## src/sst_pkg.sv

```systemverilog
`timescale 1ns / 1ps
// ----------------------------------------------------------------------------
// sst_pkg
// Shared constants, codes and controller/datapath interface types for the
// small set table.
// ----------------------------------------------------------------------------
package sst_pkg;

    // Table geometry
    localparam int CAPACITY    = 32;
    localparam int VALUE_WIDTH = 32;
    localparam int ADDR_W      = (CAPACITY > 1) ? $clog2(CAPACITY) : 1;
    localparam int CNT_W       = $clog2(CAPACITY + 1);

    // Field widths on the ports
    localparam int KIND_W      = 2;
    localparam int VALUE_IN_W  = 32;
    localparam int STATUS_W    = 3;
    localparam int COUNT_W     = 6;
    localparam int S_TDATA_W   = 32;
    localparam int S_TUSER_W   = 2;
    localparam int M_TDATA_W   = 8;
    localparam int M_TUSER_W   = 3;

    // Operation codes
    localparam logic [KIND_W-1:0] KIND_INSERT = 2'd0;
    localparam logic [KIND_W-1:0] KIND_ERASE  = 2'd1;

    // Result status codes
    localparam logic [STATUS_W-1:0] ST_INSERTED        = 3'd0;
    localparam logic [STATUS_W-1:0] ST_PRESENT_ALREADY = 3'd1;
    localparam logic [STATUS_W-1:0] ST_FULL            = 3'd2;
    localparam logic [STATUS_W-1:0] ST_REMOVED         = 3'd3;
    localparam logic [STATUS_W-1:0] ST_NOT_FOUND       = 3'd4;
    localparam logic [STATUS_W-1:0] ST_PRESENT         = 3'd5;
    localparam logic [STATUS_W-1:0] ST_ABSENT          = 3'd6;

    // Controller -> datapath
    typedef struct packed {
        logic load;     // latch item, restart search
        logic search;   // issue next read, compare previous one
        logic move_rd;  // read last filled entry
        logic commit;   // apply update, load output register
    } sst_cmd_t;

    // Datapath -> controller
    typedef struct packed {
        logic hit;        // compared entry matches
        logic miss_done;  // search exhausted without a match
        logic is_erase;   // current item is an erase
        logic out_free;   // output register can take a result
    } sst_stat_t;

endpackage

```

## src/sst_ctrl.sv

```systemverilog
`timescale 1ns / 1ps
// ----------------------------------------------------------------------------
// sst_ctrl
// Sequencer: accept, search, optional move read for erase, commit.
// ----------------------------------------------------------------------------
module sst_ctrl (
    input  logic              aclk,
    input  logic              aresetn,
    input  logic              s_tvalid,
    output logic              s_tready,
    input  sst_pkg::sst_stat_t stat,
    output sst_pkg::sst_cmd_t  cmd
);
    import sst_pkg::*;

    localparam logic [1:0] S_IDLE   = 2'd0;
    localparam logic [1:0] S_SEARCH = 2'd1;
    localparam logic [1:0] S_MOVE   = 2'd2;
    localparam logic [1:0] S_FINISH = 2'd3;

    logic [1:0] state_reg;
    logic [1:0] state_next;

    always_comb begin
        state_next  = state_reg;
        cmd         = '0;
        s_tready    = 1'b0;
        case (state_reg)
            S_IDLE: begin
                s_tready = 1'b1;
                if (s_tvalid) begin
                    cmd.load   = 1'b1;
                    state_next = S_SEARCH;
                end
            end
            S_SEARCH: begin
                cmd.search = 1'b1;
                if (stat.hit) begin
                    state_next = stat.is_erase ? S_MOVE : S_FINISH;
                end else if (stat.miss_done) begin
                    state_next = S_FINISH;
                end
            end
            S_MOVE: begin
                cmd.move_rd = 1'b1;
                state_next  = S_FINISH;
            end
            S_FINISH: begin
                if (stat.out_free) begin
                    cmd.commit = 1'b1;
                    state_next = S_IDLE;
                end
            end
            default: begin
                state_next = S_IDLE;
            end
        endcase
    end

    always_ff @(posedge aclk) begin
        if (!aresetn) begin
            state_reg <= S_IDLE;
        end else begin
            state_reg <= state_next;
        end
    end

endmodule

```

## src/sst_datapath.sv

```systemverilog
`timescale 1ns / 1ps
// ----------------------------------------------------------------------------
// sst_datapath
// Entry memory, fill count, search pointer and compare stage, output register.
// ----------------------------------------------------------------------------
module sst_datapath (
    input  logic                          aclk,
    input  logic                          aresetn,
    input  sst_pkg::sst_cmd_t             cmd,
    output sst_pkg::sst_stat_t            stat,
    input  logic [sst_pkg::KIND_W-1:0]     in_kind,
    input  logic [sst_pkg::VALUE_IN_W-1:0] in_value,
    output logic                          out_valid,
    input  logic                          out_ready,
    output logic [sst_pkg::STATUS_W-1:0]   out_status,
    output logic [sst_pkg::COUNT_W-1:0]    out_count
);
    import sst_pkg::*;

    // Entry store, one read and one write port
    logic [VALUE_WIDTH-1:0] mem [CAPACITY];

    logic [KIND_W-1:0]      kind_reg;
    logic [VALUE_WIDTH-1:0] value_reg;
    logic [CNT_W-1:0]       fill_reg;
    logic [CNT_W-1:0]       fill_next;
    logic [CNT_W-1:0]       idx_reg;
    logic [ADDR_W-1:0]      cmp_idx_reg;
    logic                   cmp_valid_reg;
    logic [VALUE_WIDTH-1:0] rd_data_reg;
    logic                   found_reg;
    logic [ADDR_W-1:0]      slot_reg;
    logic                   out_valid_reg;
    logic [STATUS_W-1:0]    out_status_reg;
    logic [COUNT_W-1:0]     out_count_reg;

    logic                   more;
    logic                   hit;
    logic [CNT_W-1:0]       last_idx;
    logic                   rd_en;
    logic [ADDR_W-1:0]      rd_addr;
    logic                   wr_en;
    logic [ADDR_W-1:0]      wr_addr;
    logic [VALUE_WIDTH-1:0] wr_data;
    logic [STATUS_W-1:0]    status_next;

    assign more     = (idx_reg < fill_reg);
    assign hit      = cmp_valid_reg && (rd_data_reg == value_reg);
    assign last_idx = fill_reg - CNT_W'(1);

    assign stat.hit       = hit;
    assign stat.miss_done = !hit && !more;
    assign stat.is_erase  = (kind_reg == KIND_ERASE);
    assign stat.out_free  = !out_valid_reg || out_ready;

    // Read port: search pointer, or last entry for an erase
    assign rd_en   = (cmd.search && more) || cmd.move_rd;
    assign rd_addr = cmd.move_rd ? last_idx[ADDR_W-1:0] : idx_reg[ADDR_W-1:0];

    // Update decision at commit
    always_comb begin
        fill_next   = fill_reg;
        status_next = ST_ABSENT;
        wr_en       = 1'b0;
        wr_addr     = fill_reg[ADDR_W-1:0];
        wr_data     = value_reg;
        case (kind_reg)
            KIND_INSERT: begin
                if (found_reg) begin
                    status_next = ST_PRESENT_ALREADY;
                end else if (fill_reg >= CNT_W'(CAPACITY)) begin
                    status_next = ST_FULL;
                end else begin
                    status_next = ST_INSERTED;
                    wr_en       = 1'b1;
                    fill_next   = fill_reg + CNT_W'(1);
                end
            end
            KIND_ERASE: begin
                if (found_reg) begin
                    // last entry fills the hole
                    status_next = ST_REMOVED;
                    wr_en       = 1'b1;
                    wr_addr     = slot_reg;
                    wr_data     = rd_data_reg;
                    fill_next   = last_idx;
                end else begin
                    status_next = ST_NOT_FOUND;
                end
            end
            default: begin
                status_next = found_reg ? ST_PRESENT : ST_ABSENT;
            end
        endcase
    end

    always_ff @(posedge aclk) begin
        if (cmd.commit && wr_en) begin
            mem[wr_addr] <= wr_data;
        end
        if (rd_en) begin
            rd_data_reg <= mem[rd_addr];
        end
    end

    always_ff @(posedge aclk) begin
        if (cmd.load) begin
            kind_reg  <= in_kind;
            value_reg <= VALUE_WIDTH'(in_value);
        end
        if (cmd.search) begin
            cmp_idx_reg <= idx_reg[ADDR_W-1:0];
        end
        if (cmd.search && hit) begin
            slot_reg <= cmp_idx_reg;
        end
        if (cmd.commit) begin
            out_status_reg <= status_next;
            out_count_reg  <= COUNT_W'(fill_next);
        end
    end

    always_ff @(posedge aclk) begin
        if (!aresetn) begin
            fill_reg      <= '0;
            idx_reg       <= '0;
            cmp_valid_reg <= 1'b0;
            found_reg     <= 1'b0;
            out_valid_reg <= 1'b0;
        end else begin
            if (cmd.load) begin
                idx_reg       <= '0;
                cmp_valid_reg <= 1'b0;
                found_reg     <= 1'b0;
            end else if (cmd.search) begin
                cmp_valid_reg <= more;
                if (more) begin
                    idx_reg <= idx_reg + CNT_W'(1);
                end
                if (hit) begin
                    found_reg <= 1'b1;
                end
            end
            if (cmd.commit) begin
                fill_reg      <= fill_next;
                out_valid_reg <= 1'b1;
            end else if (out_ready) begin
                out_valid_reg <= 1'b0;
            end
        end
    end

    assign out_valid  = out_valid_reg;
    assign out_status = out_status_reg;
    assign out_count  = out_count_reg;

endmodule

```

## src/small_set_table_top.sv

```systemverilog
`timescale 1ns / 1ps
// ----------------------------------------------------------------------------
// small_set_table_top
// Set of distinct values held in a fixed table with a fill count.
// ----------------------------------------------------------------------------
// Usage:
//   Input stream (s_*): one transfer per operation. s_tuser carries the
//   operation (insert, erase, membership query), s_tdata the value.
//   Result stream (m_*): exactly one transfer per operation, m_tuser the
//   status code, m_tdata the number of values held afterwards.
//   Lookup is a linear search over the filled entries, one memory read per
//   cycle through a single read port, with a registered compare stage.
//   An erase that finds its value also reads the last entry to fill the
//   hole. An item occupies the block from acceptance to commit, so a new
//   item is accepted only after the previous one has been committed.
//   The result sits in an output register: the next item is accepted while
//   it waits; a stalled receiver only holds back the commit of that next item.
//   Reset (aresetn low, synchronous) empties the table; stored entries are
//   not cleared, they are only ever read below the fill count.
// ----------------------------------------------------------------------------
module small_set_table_top (
    input  logic                            aclk,
    input  logic                            aresetn,
    input  logic                            s_tvalid,
    output logic                            s_tready,
    input  logic [sst_pkg::S_TDATA_W-1:0]   s_tdata,   // [31:0] value
    input  logic [sst_pkg::S_TUSER_W-1:0]   s_tuser,   // [1:0] kind
    output logic                            m_tvalid,
    input  logic                            m_tready,
    output logic [sst_pkg::M_TDATA_W-1:0]   m_tdata,   // [5:0] count, [7:6] zero
    output logic [sst_pkg::M_TUSER_W-1:0]   m_tuser    // [2:0] status
);
    import sst_pkg::*;

    sst_cmd_t               cmd;
    sst_stat_t              stat;
    logic [COUNT_W-1:0]     count;

    // Sequencer
    sst_ctrl u_ctrl (
        .aclk     (aclk),
        .aresetn  (aresetn),
        .s_tvalid (s_tvalid),
        .s_tready (s_tready),
        .stat     (stat),
        .cmd      (cmd)
    );

    // Table storage, search and result register
    sst_datapath u_dp (
        .aclk       (aclk),
        .aresetn    (aresetn),
        .cmd        (cmd),
        .stat       (stat),
        .in_kind    (s_tuser),
        .in_value   (s_tdata),
        .out_valid  (m_tvalid),
        .out_ready  (m_tready),
        .out_status (m_tuser),
        .out_count  (count)
    );

    // count padded to a whole byte
    assign m_tdata = M_TDATA_W'(count);

endmodule
```

## config.mk

```make
export PLATFORM = sky130hd
export DESIGN_NAME = small_set_table_top
export DESIGN_NICKNAME = d
export VERILOG_FILES = /design/src/sst_pkg.sv /design/src/sst_ctrl.sv /design/src/sst_datapath.sv /design/src/small_set_table_top.sv
export SDC_FILE = /design/constraint.sdc
export NUM_CORES = 1
export LEC_CHECK = 0
export BUFFER_PORTS_ARGS = -buffer_cell sky130_fd_sc_hd__buf_2
export CAP_MARGIN = 20
export CORE_ASPECT_RATIO = 1.4
export CORE_MARGIN = 10
export CORE_UTILIZATION = 60
export CTS_CLUSTER_SIZE = 16
export DETAILED_ROUTE_END_ITERATION = 7
export PLACE_DENSITY = 0.76
export SYNTH_ARGS = -nofsm -noshare
export SYNTH_HDL_FRONTEND = slang
export SYNTH_SLANG_ARGS = --single-unit
export TNS_END_PERCENT = 5
```

## constraint.sdc

```tcl
create_clock -name aclk -period 4.5 [get_ports aclk]
set_input_delay 0.9 -clock aclk [delete_from_list [all_inputs] [get_ports aclk]]
set_output_delay 0.9 -clock aclk [all_outputs]
set_load 0.03 [all_outputs]
```

==> run summary <==
outcome: finished, final reports clean
crit path DAT: 4040 ps
leading area contributor after synthesis: edfxtp_1
Setup Skew: 15.63 ps
vias in the first global route: 22282
post-route setup TNS: 0 ps
Mapped Avg Cell Area: 20.72 um2
Std-Cell Rows: 117
Hold Crit Depth: 1
Setup CP Type: reg2reg
relative slew slack: 26.75%
first-pass GRT wire length: 151500 um
R2R setup slack: 810 ps
layout cells sized above 1: 26.77%
CTS tree: yes
Post-synth EDFFs: 1109
FF-to-FF path depth: 7
Layout Nets: 2288
Critical Path RT: 4850 ps
Final Max Slew Viols: 0
# DRC: 0
Root Buffer: clkbuf_16
crit path time final: 3689 ps
Tcrit/Tclk final: 81.99%
synthesized flop and latch total: 1126
worst r2r src: u_dp.kind_reg[0]$_DFFE_PP_
Iter 0 DRT Violations: 2677
Final Hold Vio Count: 0
top cell type's share of synthesized area: 75.72%
drt pass-1 iters: 7
Synth Flop Type: edfxtp_1
CP Max Fanout: 25
sequential fraction of the synthesis area: 76.49%
WL/cell: 31.30 um
Worst Setup End Kind: flip-flop
DIE HEIGHT: 340.4 um
DR vias/cell: 6.661
Initial Util: 60.45%
ANT nets after route: 0
Gate Count Post-Synth: 2123
die width: 248.8 um
Inserted Clock Buffers: 100
CP Launch Type: flip-flop
via count: 21767
hold endpoint: u_dp.value_reg[2]$_DFFE_PP_
diode count: 0
Worst-Skew Late Latency: 680 ps
Total Wirelength: 102300 um
initial antenna violation count: 0
clk sinks: 1126
CTS resizes: 0
maximum operating frequency: 271.0 MHz
post-synthesis cell area: 43980 um2
clock buffer depth: 3
Worst-Margin Slew: 1096 ps
postcts setup bufs: 0
hold crit path type: in2reg
worst vdd ir: 0.3763 mV
synth warn: 0
Placer Congestion: 0.8165
Die ar.: 84690 um2
max reg flops: 1024
Synth cell types: 48
placeable core area: 72760 um2
Pwr per Cell Area: 525.8 nW/um2
Max-cap violations: 0
Total GRT Usage: 24.18%
Async S/R FF share, synth: 0%
Area contributors post-synth: edfxtp_1 (76%), mux4_2 (13%), mux2_2 (1.6%)
RR Endpoint: u_dp.mem[18][18]$_DFFE_PP_
largest net degree at the start of global routing: 129
Boundary Pins: 51
P&R area growth vs syn: 11.44%
Clk pin slew, worst setup/hold paths: 60 ps
CTS H-tree depth: 3
Buffers on Ports: 48
leakage dissipation: 16.06 nW
Layout Utilization: 67.36%
post-DP HPWL: 54890 um
Hold Crit Start: s_tdata[2]
final setup vio count: 0
total global routing overflow: 0
unrepaired setup endpoints after global routing: no
CTS Hold Buffers Added: 0
cell usage in the layout, fill, tap and decap left out, drive strengths merged, types with 2 or more instances in the layout:
cell      Yosys  routed
mux2         64      64
mux2i        66      66
mux4        256     256
nand2b        3       3
a21o          2       2
a211oi        2       2
clkbuf       58     127
and2          2       2
a21oi        47      47
clkinvlp      0       4
conb          1       2
nor3b         2       2
ha           12      12
nand2       153     153
dfxtp        17      17
o31ai         5       5
clkinv        1      41
nand4         7       7
nor4          6       6
o21ai        46      46
edfxtp     1109    1109
buf          50     120
xnor2        22      22
inv          13      17
bufinv        0       5
nor2b         3       3
nand3         7       7
nand3b        2       2
and3          2       2
o211ai       33      33
xor2         24      24
nor3          8       8
nor2         87      87
cells by family (layout without fill, tap and decap cells):
family                   Yosys count  in the layout  synth area share (%)
other                              1              2              0.008526
AO/OA/AOI/OAI                    143            143                 1.969
multiplexers                     386            386                 16.25
AND/OR/NAND/NOR                  287            287                 2.703
XOR/XNOR                          46             46                0.9160
buffers and inverters            122            314                 1.323
adder cells (fa/ha/maj)           12             12                0.3414
flip-flops                      1126           1126                 76.49
worst max-delay path, cell delays in order, from the launching register on:
cell and delay (ps):
edfxtp_1 530, nor2b_1 540, and2_2 360, buf_4 380, a21o_1 230, nand2_1 280, nor2_4 680, buf_4 360
area by class of cell:
type	count	area, um2
sequential	1126	33640
fill	4374	23740
multi-input combinational	876	10060
clock buffer	127	2625
tap	952	1191
timing repair buffer	120	1018
clock inverter	53	419.2
inverter	14	52.55
synthesized netlist by cell type (all sizes together) (22+ instances only):
master  number
edfxtp    1109
mux4       256
nand2      153
nor2        87
mux2i       66
mux2        64
clkbuf      58
buf         50
a21oi       47
o21ai       46
o211ai      33
xor2        24
xnor2       22
power by group:
| group | internal, mW | switching [mW] |
|---|---|---|
| clock network | 4.42 | 3.66 |
| registers | 12.3 | 0.198 |
| logic | 2.27 | 2.95 |
| total | 19.0 | 6.80 |
metal layers:
layer  GRT usage [%]  share of wire (%)  up-vias
met5               0                  0        -
met4           8.920                3.2        0
met3           3.734                8.5      190
met2           40.56                 51     1220
met1           31.87                 37    11470
li1                -                  -     8887
how the worst max path moves through the flow:
stage | from | to | slack (ps)
floorplan | m_tready | u_dp.mem[0][0]$_DFFE_PP_ | 780
global placement | u_ctrl.state_reg[0]$_SDFFE_PN0P_ | u_dp.rd_data_reg[5]$_DFFE_PP_ | 970
detailed placement | m_tready | u_dp.mem[6][17]$_DFFE_PP_ | 910
CTS | u_dp.kind_reg[0]$_DFFE_PP_ | u_dp.mem[18][18]$_DFFE_PP_ | 890
global route | u_dp.kind_reg[0]$_DFFE_PP_ | u_dp.mem[26][25]$_DFFE_PP_ | 670
finish | u_dp.kind_reg[0]$_DFFE_PP_ | u_dp.mem[18][18]$_DFFE_PP_ | 810
through the flow:
| stage | instance area (um2) | setup slack, ps | hold WS, ps | cells | total power, mW |
|---|---|---|---|---|---|
| after CTS | 49010 | 886.3 | 373.2 | 3268 | 25.89 |
| after floorplan | 43990 | 777.3 | 400.3 | 2124 | 16.47 |
| final | 49010 | 810.6 | 403.3 | 3268 | 25.77 |
| after global routing | 49010 | 672.1 | 387.5 | 3268 | 26.63 |
| after detailed placement | 45970 | 910.3 | 418.4 | 3088 | 17.88 |
| after global placement | 45970 | 973.3 | 430.3 | 3088 | 17.77 |
Power figures use the tool's default switching activity.
